`src/design/nsf_pkg.sv`:
```
// Shared types, character codes and helpers for the NMEA sentence framer.
`timescale 1ns / 1ps

package nsf_pkg;

  localparam int unsigned ByteW = 8;
  localparam int unsigned LenW  = 12;
  localparam int unsigned KindW = 3;

  localparam logic [LenW-1:0] MaxLenReset = LenW'(2500);
  localparam logic [LenW-1:0] MinCkLen    = LenW'(3);

  localparam logic [ByteW-1:0] ChBang   = 8'h21;
  localparam logic [ByteW-1:0] ChDollar = 8'h24;
  localparam logic [ByteW-1:0] ChCr     = 8'h0d;
  localparam logic [ByteW-1:0] ChLf     = 8'h0a;
  localparam logic [ByteW-1:0] ChStar   = 8'h2a;

  localparam logic [KindW-1:0] KindContent  = 3'd0;
  localparam logic [KindW-1:0] KindAccept   = 3'd1;
  localparam logic [KindW-1:0] KindMismatch = 3'd2;
  localparam logic [KindW-1:0] KindTooLong  = 3'd3;
  localparam logic [KindW-1:0] KindNoLf     = 3'd4;

  typedef struct packed {
    logic             valid;
    logic [KindW-1:0] kind;
    logic [ByteW-1:0] out_byte;
    logic             first_byte;
    logic [LenW-1:0]  sentence_length;
    logic             had_checksum;
  } result_t;

  // Returns {is_hex, nibble}; the nibble is zero for a non-hex character.
  function automatic logic [4:0] hex_nibble(input logic [ByteW-1:0] c);
    logic [4:0] r;
    r = 5'd0;
    if (c >= 8'h30 && c <= 8'h39) begin
      r = {1'b1, 4'(c - 8'h30)};
    end else if (c >= 8'h41 && c <= 8'h46) begin
      r = {1'b1, 4'(c - 8'h37)};
    end else if (c >= 8'h61 && c <= 8'h66) begin
      r = {1'b1, 4'(c - 8'h57)};
    end
    return r;
  endfunction

endpackage

```
`src/design/nsf_framer.sv`:
```
// Sentence framing state machine, running checksum and verdict logic.
`timescale 1ns / 1ps

module nsf_framer (
  input  logic                         clk_i,
  input  logic                         rst_ni,
  input  logic                         step_i,
  input  logic [nsf_pkg::ByteW-1:0]    byte_i,
  input  logic [nsf_pkg::LenW-1:0]     max_len_i,
  output nsf_pkg::result_t             res_o
);
  import nsf_pkg::*;

  localparam logic [1:0] PhIdle    = 2'd0;
  localparam logic [1:0] PhContent = 2'd1;
  localparam logic [1:0] PhWaitLf  = 2'd2;

  logic [1:0]       phase_q, phase_d;
  logic [LenW-1:0]  count_q, count_d;
  logic [ByteW-1:0] xor_q, xor_d;
  logic [ByteW-1:0] r0_q, r0_d, r1_q, r1_d, r2_q, r2_d;

  logic [LenW-1:0]  count_inc;
  logic [ByteW-1:0] sum;
  logic [4:0]       hi, lo;
  logic [ByteW-1:0] given;
  result_t          res;

  assign count_inc = count_q + LenW'(1);
  assign sum       = xor_q ^ r0_q ^ r1_q ^ r2_q;
  assign hi        = hex_nibble(r1_q);
  assign lo        = hex_nibble(r0_q);
  assign given     = (hi[4] && lo[4]) ? {hi[3:0], lo[3:0]} : '0;

  always_comb begin
    phase_d = phase_q;
    count_d = count_q;
    xor_d   = xor_q;
    r0_d    = r0_q;
    r1_d    = r1_q;
    r2_d    = r2_q;
    res     = '0;
    case (phase_q)
      PhContent: begin
        if (byte_i == ChCr) begin
          phase_d = PhWaitLf;
        end else begin
          count_d             = count_inc;
          xor_d               = xor_q ^ byte_i;
          r0_d                = byte_i;
          r1_d                = r0_q;
          r2_d                = r1_q;
          res.valid           = 1'b1;
          res.sentence_length = count_inc;
          if (count_inc >= max_len_i) begin
            phase_d  = PhIdle;
            res.kind = KindTooLong;
          end else begin
            res.kind     = KindContent;
            res.out_byte = byte_i;
          end
        end
      end
      PhWaitLf: begin
        phase_d             = PhIdle;
        res.valid           = 1'b1;
        res.sentence_length = count_q;
        if (byte_i != ChLf) begin
          res.kind = KindNoLf;
        end else if (count_q >= MinCkLen && r2_q == ChStar) begin
          res.had_checksum = 1'b1;
          res.kind         = (sum == given) ? KindAccept : KindMismatch;
        end else begin
          res.kind = KindAccept;
        end
      end
      default: begin
        phase_d = PhIdle;
        if (byte_i == ChBang || byte_i == ChDollar) begin
          phase_d             = PhContent;
          count_d             = LenW'(1);
          xor_d               = '0;
          r0_d                = byte_i;
          r1_d                = '0;
          r2_d                = '0;
          res.valid           = 1'b1;
          res.kind            = KindContent;
          res.out_byte        = byte_i;
          res.first_byte      = 1'b1;
          res.sentence_length = LenW'(1);
        end
      end
    endcase
  end

  always_ff @(posedge clk_i or negedge rst_ni) begin
    if (!rst_ni) begin
      phase_q <= PhIdle;
      count_q <= '0;
      xor_q   <= '0;
      r0_q    <= '0;
      r1_q    <= '0;
      r2_q    <= '0;
    end else if (step_i) begin
      phase_q <= phase_d;
      count_q <= count_d;
      xor_q   <= xor_d;
      r0_q    <= r0_d;
      r1_q    <= r1_d;
      r2_q    <= r2_d;
    end
  end

  assign res_o = res;

endmodule

```
`src/design/nmea_sentence_framer.sv`:
```
// Top level of the NMEA sentence framer: input, result and limit registers.
//
//  Channel  Direction  Handshake                  Word
//  in       input      in_valid_i / in_ready_o    rx_byte_i
//  out      output     out_valid_o / out_ready_i  kind, out_byte, first_byte, length, had_ck
//  cfg      input      cfg_valid_i / cfg_ready_o  cfg_max_sentence_length_i
//
// One byte is accepted per cycle while the input register can advance; its result is then registered.
// The framer state is updated as a word leaves the input register.
// A stalled output holds the input register only when that byte produces a result.
// Reset returns to waiting for a start character with a length limit of 2500.
`timescale 1ns / 1ps

module nmea_sentence_framer (
  input  logic                        clk_i,
  input  logic                        rst_ni,
  input  logic                        in_valid_i,
  output logic                        in_ready_o,
  input  logic [nsf_pkg::ByteW-1:0]   rx_byte_i,
  output logic                        out_valid_o,
  input  logic                        out_ready_i,
  output logic [nsf_pkg::KindW-1:0]   kind_o,
  output logic [nsf_pkg::ByteW-1:0]   out_byte_o,
  output logic                        first_byte_o,
  output logic [nsf_pkg::LenW-1:0]    sentence_length_o,
  output logic                        had_checksum_o,
  input  logic                        cfg_valid_i,
  output logic                        cfg_ready_o,
  input  logic [nsf_pkg::LenW-1:0]    cfg_max_sentence_length_i
);
  import nsf_pkg::*;

  logic             in_valid_q;
  logic [ByteW-1:0] in_byte_q;
  logic [LenW-1:0]  max_len_q;
  logic             out_valid_q;
  result_t          out_q;
  result_t          res;
  logic             out_free;
  logic             advance;

  assign out_free   = !out_valid_q || out_ready_i;
  assign advance    = in_valid_q && (!res.valid || out_free);
  assign in_ready_o = !in_valid_q || advance;
  assign cfg_ready_o = 1'b1;

  nsf_framer u_framer (
    .clk_i     (clk_i),
    .rst_ni    (rst_ni),
    .step_i    (advance),
    .byte_i    (in_byte_q),
    .max_len_i (max_len_q),
    .res_o     (res)
  );

  always_ff @(posedge clk_i or negedge rst_ni) begin
    if (!rst_ni) begin
      in_valid_q <= 1'b0;
    end else if (in_ready_o) begin
      in_valid_q <= in_valid_i;
    end
  end

  always_ff @(posedge clk_i) begin
    if (in_ready_o && in_valid_i) begin
      in_byte_q <= rx_byte_i;
    end
  end

  always_ff @(posedge clk_i or negedge rst_ni) begin
    if (!rst_ni) begin
      max_len_q <= MaxLenReset;
    end else if (cfg_valid_i) begin
      max_len_q <= cfg_max_sentence_length_i;
    end
  end

  always_ff @(posedge clk_i or negedge rst_ni) begin
    if (!rst_ni) begin
      out_valid_q <= 1'b0;
    end else if (advance && res.valid) begin
      out_valid_q <= 1'b1;
    end else if (out_ready_i) begin
      out_valid_q <= 1'b0;
    end
  end

  always_ff @(posedge clk_i) begin
    if (advance && res.valid) begin
      out_q <= res;
    end
  end

  assign out_valid_o       = out_valid_q;
  assign kind_o            = out_q.kind;
  assign out_byte_o        = out_q.out_byte;
  assign first_byte_o      = out_q.first_byte;
  assign sentence_length_o = out_q.sentence_length;
  assign had_checksum_o    = out_q.had_checksum;

endmodule
```
`config.mk`:
```
export PLATFORM = sky130hd
export DESIGN_NAME = nmea_sentence_framer
export DESIGN_NICKNAME = d
export VERILOG_FILES = /design/src/design/nsf_pkg.sv /design/src/design/nsf_framer.sv /design/src/design/nmea_sentence_framer.sv
export SDC_FILE = /design/constraint.sdc
export NUM_CORES = 1
export LEC_CHECK = 0
export ABC_AREA = 1
export BUFFER_PORTS_ARGS = -buffer_cell sky130_fd_sc_hd__buf_2
export CELL_PAD_IN_SITES_DETAIL_PLACEMENT = 0
export CELL_PAD_IN_SITES_GLOBAL_PLACEMENT = 1
export CORE_MARGIN = 1
export CORE_UTILIZATION = 25
export CTS_BUF_LIST = sky130_fd_sc_hd__clkbuf_16
export CTS_CLUSTER_SIZE = 10
export DETAILED_ROUTE_END_ITERATION = 8
export PLACE_DENSITY = 0.5
export SETUP_SLACK_MARGIN = 0.4
export SYNTH_ARGS = -nofsm -noshare
export SYNTH_HDL_FRONTEND = slang
export SYNTH_SLANG_ARGS = --single-unit
```
`constraint.sdc`:
```
create_clock -name clk_i -period 4.2 [get_ports clk_i]
set_clock_uncertainty 0.15 [all_clocks]
set_input_delay 0.84 -clock clk_i [delete_from_list [all_inputs] [get_ports clk_i]]
set_output_delay 0.84 -clock clk_i [all_outputs]
set_load 0.1 [all_outputs]
```
==> results of run 1 <==
worst max-delay path, cell delays in order, from the launching register on:
cell and delay (ns):
edfxtp_1 0.47, nor3_2 0.26, nand2_1 0.12, nor3_2 0.29, nor2_1 0.13, nand2_2 0.25, nand3_2 0.13, nand3_2 0.11
inv_1 0.04, nand2_1 0.09, buf_4 0.30
cells in the final DEF, fill, tap and decap left out, types with 2 or more instances in the layout:
master	n
clkinv_2	2
nor2_1	37
dfstp_2	5
nor3_1	3
xnor2_1	13
buf_4	6
nand3_2	2
nand4_1	6
o21bai_1	2
xor2_1	24
a21oi_1	8
o21ai_2	5
dfrtp_1	55
buf_2	50
nand2_2	7
nand3_1	54
o22ai_1	10
nand2_1	138
nor4_1	3
nor3_2	5
inv_1	87
nand3b_1	2
ha_1	23
o21ai_1	14
inv_2	3
clkbuf_16	10
edfxtp_1	33
o21ai_0	40
per-layer routing:
metal  up-vias  wire length (um)  track usage
met5         -                 0            0
met4         0               323       0.0641
met3        15               200       0.0172
met2        44              6560        0.227
met1      1893              6420        0.174
li1       2071                 -            -
sequential cells by signal, indices dropped and copies added (netlist names):
name and cells:
u_framer.r0_q 8, in_valid_q 1, out_byte_o 8, u_framer.phase_q 2, u_framer.r2_q 8, u_framer.xor_q 8
in_byte_q 8, had_checksum_o 1, first_byte_o 1, max_len_q 12, u_framer.r1_q 8, sentence_length_o 12
u_framer.count_q 12, out_valid_o 1, kind_o 3
kinds of logic after synthesis:
kind of cell,Yosys count,synth area share
muxes,1,0.00217
other,1,0.000723
buffers and inverters,108,0.0869
adders and majority gates,23,0.0555
AOI/OAI and AO/OA,83,0.0888
xor gates and xnor gates,37,0.0625
DFF,93,0.482
and+or+nand+nor,261,0.222
worst max path at each step:
stage | startpoint | to | slack (ns)
floorplan | in_byte_q[4] | in_ready_o | 1.27
detailed placement | u_framer.count_q[0] | out_byte_o[5] | 0.62
CTS | in_byte_q[4] | in_ready_o | 0.53
global placement | u_framer.count_q[0] | out_byte_o[2] | 0.67
global route | u_framer.count_q[0] | out_byte_o[1] | 0.44
finish | in_byte_q[4] | in_ready_o | 0.66
what timing repair did:
action	CTS	global route
hold buffers	0	0
endpoints found under the setup margin	1	11
gates resized for setup	1	3
cell type report:
| type | instances | area [um2] |
|---|---|---|
| Fill cell | 2173 | 14300 |
| Sequential cell | 93 | 2500 |
| Multi-Input combinational cell | 406 | 2250 |
| Tap cell | 270 | 338 |
| Inverter | 89 | 335 |
| Timing Repair Buffer | 56 | 295 |
| Clock buffer | 10 | 250 |
| Clock inverter | 6 | 37.5 |
power groups by stage:
stage / clock, mW / combinational, mW / sequential, mW
floorplan: 0 / 0.488 / 1.13
global placement: 0 / 0.635 / 1.18
detailed placement: 0 / 0.643 / 1.18
CTS: 0.824 / 0.647 / 1.16
global route: 0.860 / 0.754 / 1.17
finish: 0.791 / 0.635 / 1.16
==> metrics, run 1 <==
WP data arrival=approximately 2.6 ns; CP Launch Type=flop; dpl ws=between 0.6 and 0.7 ns; CTS H-tree lvls=3; Max-slew headroom=0.538; minimum clock period=about 3.5 ns; Logic pwr share=0.246; critical setup path kind=flop to output pin; internal power consumption=around 1.7 mW; most common cell in the netlist=nand2_1; net count reported at finish=703; Post-Syn Area per Cell=8.54 um2; clock buffer depth=2; Hold Crit Class=flop to flop; RSZ-0062 raised after global routing=false; Syn Nets=between 600 and 700; ys async rst share=0.645; R2R Path Start=u_framer.count_q[0]; DRT Wirelength=13500 um; total die area=roughly 0.021 mm2; switching power=just under 0.9 mW; DRC=0; total number of vias=between 4000 and 5000; largest net degree at the start of global routing=51; largest area contributor in the netlist=dfrtp_1; Yosys top cell area share=0.265; Netlist cell types=38; Die H=between 100 and 150 um; sequential power share=0.448; first-pass GRT wire length=between 20000 and 25000 um; CTS tree=built; top cells by count, synth=nand2_1 (139), inv_1 (85), dfrtp_1 (55), nand3_1 (54), o21ai_0 (40); Hold Path Depth=2; Port Buf Inserts=a little over 50; wire length per cell=roughly 15 um; Post-DP HPWL=around 10000 um; Post-synth EDFFs=33; Area growth, synth to finish=15.8%; dpl cell area=approximately 0.0057 mm2; reg2reg setup slack=between 0.7 and 0.8 ns; register area share after synthesis=0.482; fin crit share=0.842; Final Instance Area=0.00600 mm2; worst skew pair latency=0.35 ns; ANT nets after route=0; grt total ovfl=0; Synth Cell Area=0.00519 mm2; setup TNS=0 ns; Final WS setup=roughly 0.66 ns; leak pwr=approximately 2.8 nW; layout cell share with drive strength beyond 1=0.155; via density per instance=about 4.3; total power=about 2.6 mW; Die W=between 100 and 150 um; # setup viols final=0; Max Cap Viol=0; final hold slack=~0.36 ns; drt first pass iters=4; placed cells=approximately 910; setup bufs post-CTS=0; ranking of synthesized cells by area=dfrtp_1 (27%), edfxtp_1 (19%), nand2_1 (10%); # clock sinks=93; Final Core Density=0.296; Peak supply drop=around 0.14 mV; post-synthesis register bit count=a little over 90; pwr/cell area=between 400 and 500 mW/mm2; Worst EP required=3.21 ns; status=finished clean; Num CTS Buffers=9; First DRT Iteration DRCs=between 200 and 250; GRT Total Usage=0.136; clock-pin slew on the worst setup and hold paths=0.07 ns; clock power share=0.306; non-filler instance count after layout=just over 900; R2R Path End=out_byte_o[5]; crit path capture type=output pin; Core Region=around 0.02 mm2; Hold Fails Final Rpt=0; HP Start=max_len_q[2]; # rows=52; worst-margin pin slew=roughly 0.69 ns; Starting Density=0.255; Reg2Reg Depth=16; # IOs=53; Final GP Congestion=0.789; Crit Path Max Fanout=11; Final Max Slew Viols=0; Root Driver=clkbuf_16; n_diodes=0; Net Sw Frac=0.339; ys flop type=dfrtp_1; highest clock rate=0.283 GHz; vias in the first global route=4156; YS warnings=0; hold path endpoint=max_len_q[2]; Post-Synthesis Cells=approximately 610; antenna violations before repair=0
Power figures use the tool's default switching activity.
==> inputs of run 2 (changes only) <==
PLACE_DENSITY = 0.51   (was 0.5)
clock period = 3.2 ns   (was 4.2 ns; I/O delays follow)
==> metrics, run 2 (same netlist as run 1, synthesis figures left out) <==
Core Region=around 0.020 mm2; total die area=0.0213 mm2; total number of vias=4200; # rows=52; Most common cell on crit path=buf_4; Root Driver=clkbuf_16; Num CTS Buffers=9; grt total ovfl=0; Hold Crit Class=input port to async pin; via density per instance=roughly 4.3; pwr/cell area=between 500 and 600 mW/mm2; largest net degree at the start of global routing=39; antenna violations before repair=0; # IOs=53; total power=between 3 and 4 mW; net count reported at finish=around 740; area of the multi-input gates=approximately 0.0024 mm2; Hold Fails Final Rpt=0; Final Max Slew Viols=0; clock-pin slew on the worst setup and hold paths=0.07 ns; Final WS setup=between 0.1 and 0.15 ns; reg2reg setup slack=roughly 0.10 ns; commonest cells after routing, fill and taps aside=nand2_1 (135), inv_1 (82), dfrtp_1 (55); WP data arrival=between 3 and 4 ns; Post-DP HPWL=10100 um; delay of the slowest cell on the worst path=0.38 ns; critical setup path kind=flop to flop; Worst EP required=approximately 3.3 ns; CTS H-tree lvls=3; R2R Path End=u_framer.count_q[9]; Crit Path Max Fanout=3; leak pwr=3.08 nW; CTS tree=built; DRT Wirelength=approximately 14000 um; dpl ws=-0.169 ns; crit path capture type=flop; Area growth, synth to finish=25.0%; GRT Total Usage=0.138; first-pass GRT wire length=~23000 um; highest clock rate=around 0.32 GHz; Port Buf Inserts=between 50 and 60; Starting Density=0.255; Reg2Reg Depth=22; Final GP Congestion=0.805; ANT nets after route=0; CP max stage cell=dfrtp_1; CP Cell Sequence=buf_4 -> inv_2 -> nor3_4 -> nand3_2 -> nor2_1 -> nand2_1 -> nor2_2 -> nand2_1 -> xor2_1 -> inv_1 -> buf_4 -> buf_4 -> buf_4 -> buf_4 -> buf_4 -> buf_4 -> buf_4 -> buf_4 -> buf_4 -> buf_4 -> nand3_2 -> o21ai_1; number of fill cells=2195; drt first pass iters=4; clock buffer depth=2; DRC=0; worst-margin pin slew=between 0.7 and 0.8 ns; most common cell after layout, fill and taps aside=nand2_1; vias in the first global route=around 4300; status=finished clean; Die H=about 150 um; n_diodes=0; minimum clock period=approximately 3.1 ns; # clock sinks=slightly above 90; CP Launch Type=flop; # hold bufs at CTS=0; # setup viols final=0; Max-slew headroom=0.498; RSZ-0062 raised after global routing=true; layout cell share with drive strength beyond 1=0.235; register area=0.00250 mm2; Peak supply drop=roughly 0.21 mV; Die W=146 um; wire length per cell=about 14 um; worst skew pair latency=between 0.3 and 0.4 ns; First DRT Iteration DRCs=211; Max Cap Viol=0; fin crit share=0.967; R2R Path Start=u_framer.count_q[0]
## run 2: changes by cell type in the layout (fill, tap and decap cells not counted), moves of 3 or more
cell     before  now
nor2_1       37   33
inv_1        87   82
inv_2         3    6
buf_4         6   44
nor3_4        0    4
buf_12        0    3
nand2_1     138  135
nand3_1      54   51
## run 2: worst max-delay path: cells and delay by family, from the launching register on
| kind | cells | cell delay (ns) |
|---|---|---|
| xor gates and xnor gates | 1 | 0.20 |
| AOI/OAI and AO/OA | 1 | 0.06 |
| buffers and inverters | 13 | 1.47 |
| and+or+nand+nor | 7 | 0.70 |
| DFF | 1 | 0.38 |
## run 2: how the worst max path moves through the flow
| stage | from | end | cells past startpoint | slack (ns) |
|---|---|---|---|---|
| 4_1_cts | u_framer.count_q[0] | out_byte_o[3] | 18 | 0.11 |
| 3_5_place_dp | u_framer.count_q[1] | out_byte_o[3] | 18 | -0.17 |
| 2_1_floorplan | u_framer.count_q[1] | u_framer.phase_q[0] | 16 | 0.38 |
| 5_1_grt | u_framer.count_q[2] | u_framer.count_q[9] | 21 | -0.08 |
| 3_3_place_gp | u_framer.count_q[1] | out_byte_o[2] | 17 | -0.04 |
| 6_report | u_framer.count_q[0] | u_framer.count_q[9] | 22 | 0.10 |
## run 2: cell type report
cell class,count,area share
Multi-Input combinational cell,406,0.365
Sequential cell,93,0.385
Timing Repair Buffer,97,0.0988
Inverter,89,0.0519
Tap cell,270,0.0521
Clock inverter,7,0.0123
Clock buffer,9,0.0347
## run 2: routing by layer
metal	vias up	GRT usage	part of all wire	wire, um
met5	-	0	0	0
met4	0	0.0641	0.025	342
li1	2143	-	-	-
met1	1986	0.182	0.48	6630
met2	52	0.227	0.48	6700
met3	19	0.0169	0.015	215
## run 2: what timing repair did
action / in CTS / in global routing
setup endpoints to repair: 13 / 34
pin swaps: 19 / 21
buffers inserted: 23 / 6
gates resized for setup: 20 / 16
## run 2: metrics by stage
stage               TNS (ns)  instance area [um2]  hold slack [ns]   util  std cells
detailed placement     -1.01                 5830            0.350  0.287        926
global placement      -0.202                 5830            0.342  0.287        926
global route          -0.715                 6480            0.254  0.319        971
floorplan                  0                 5190            0.194      -        607
CTS                        0                 6380            0.220  0.314        965
finish                     0                 6480            0.202  0.319        971
## run 2: report_power, final
part | internal (mW) | switching (mW)
clock | 0.617 | 0.506
sequential | 1.35 | 0.163
combinational | 0.412 | 0.574
total | 2.38 | 1.24
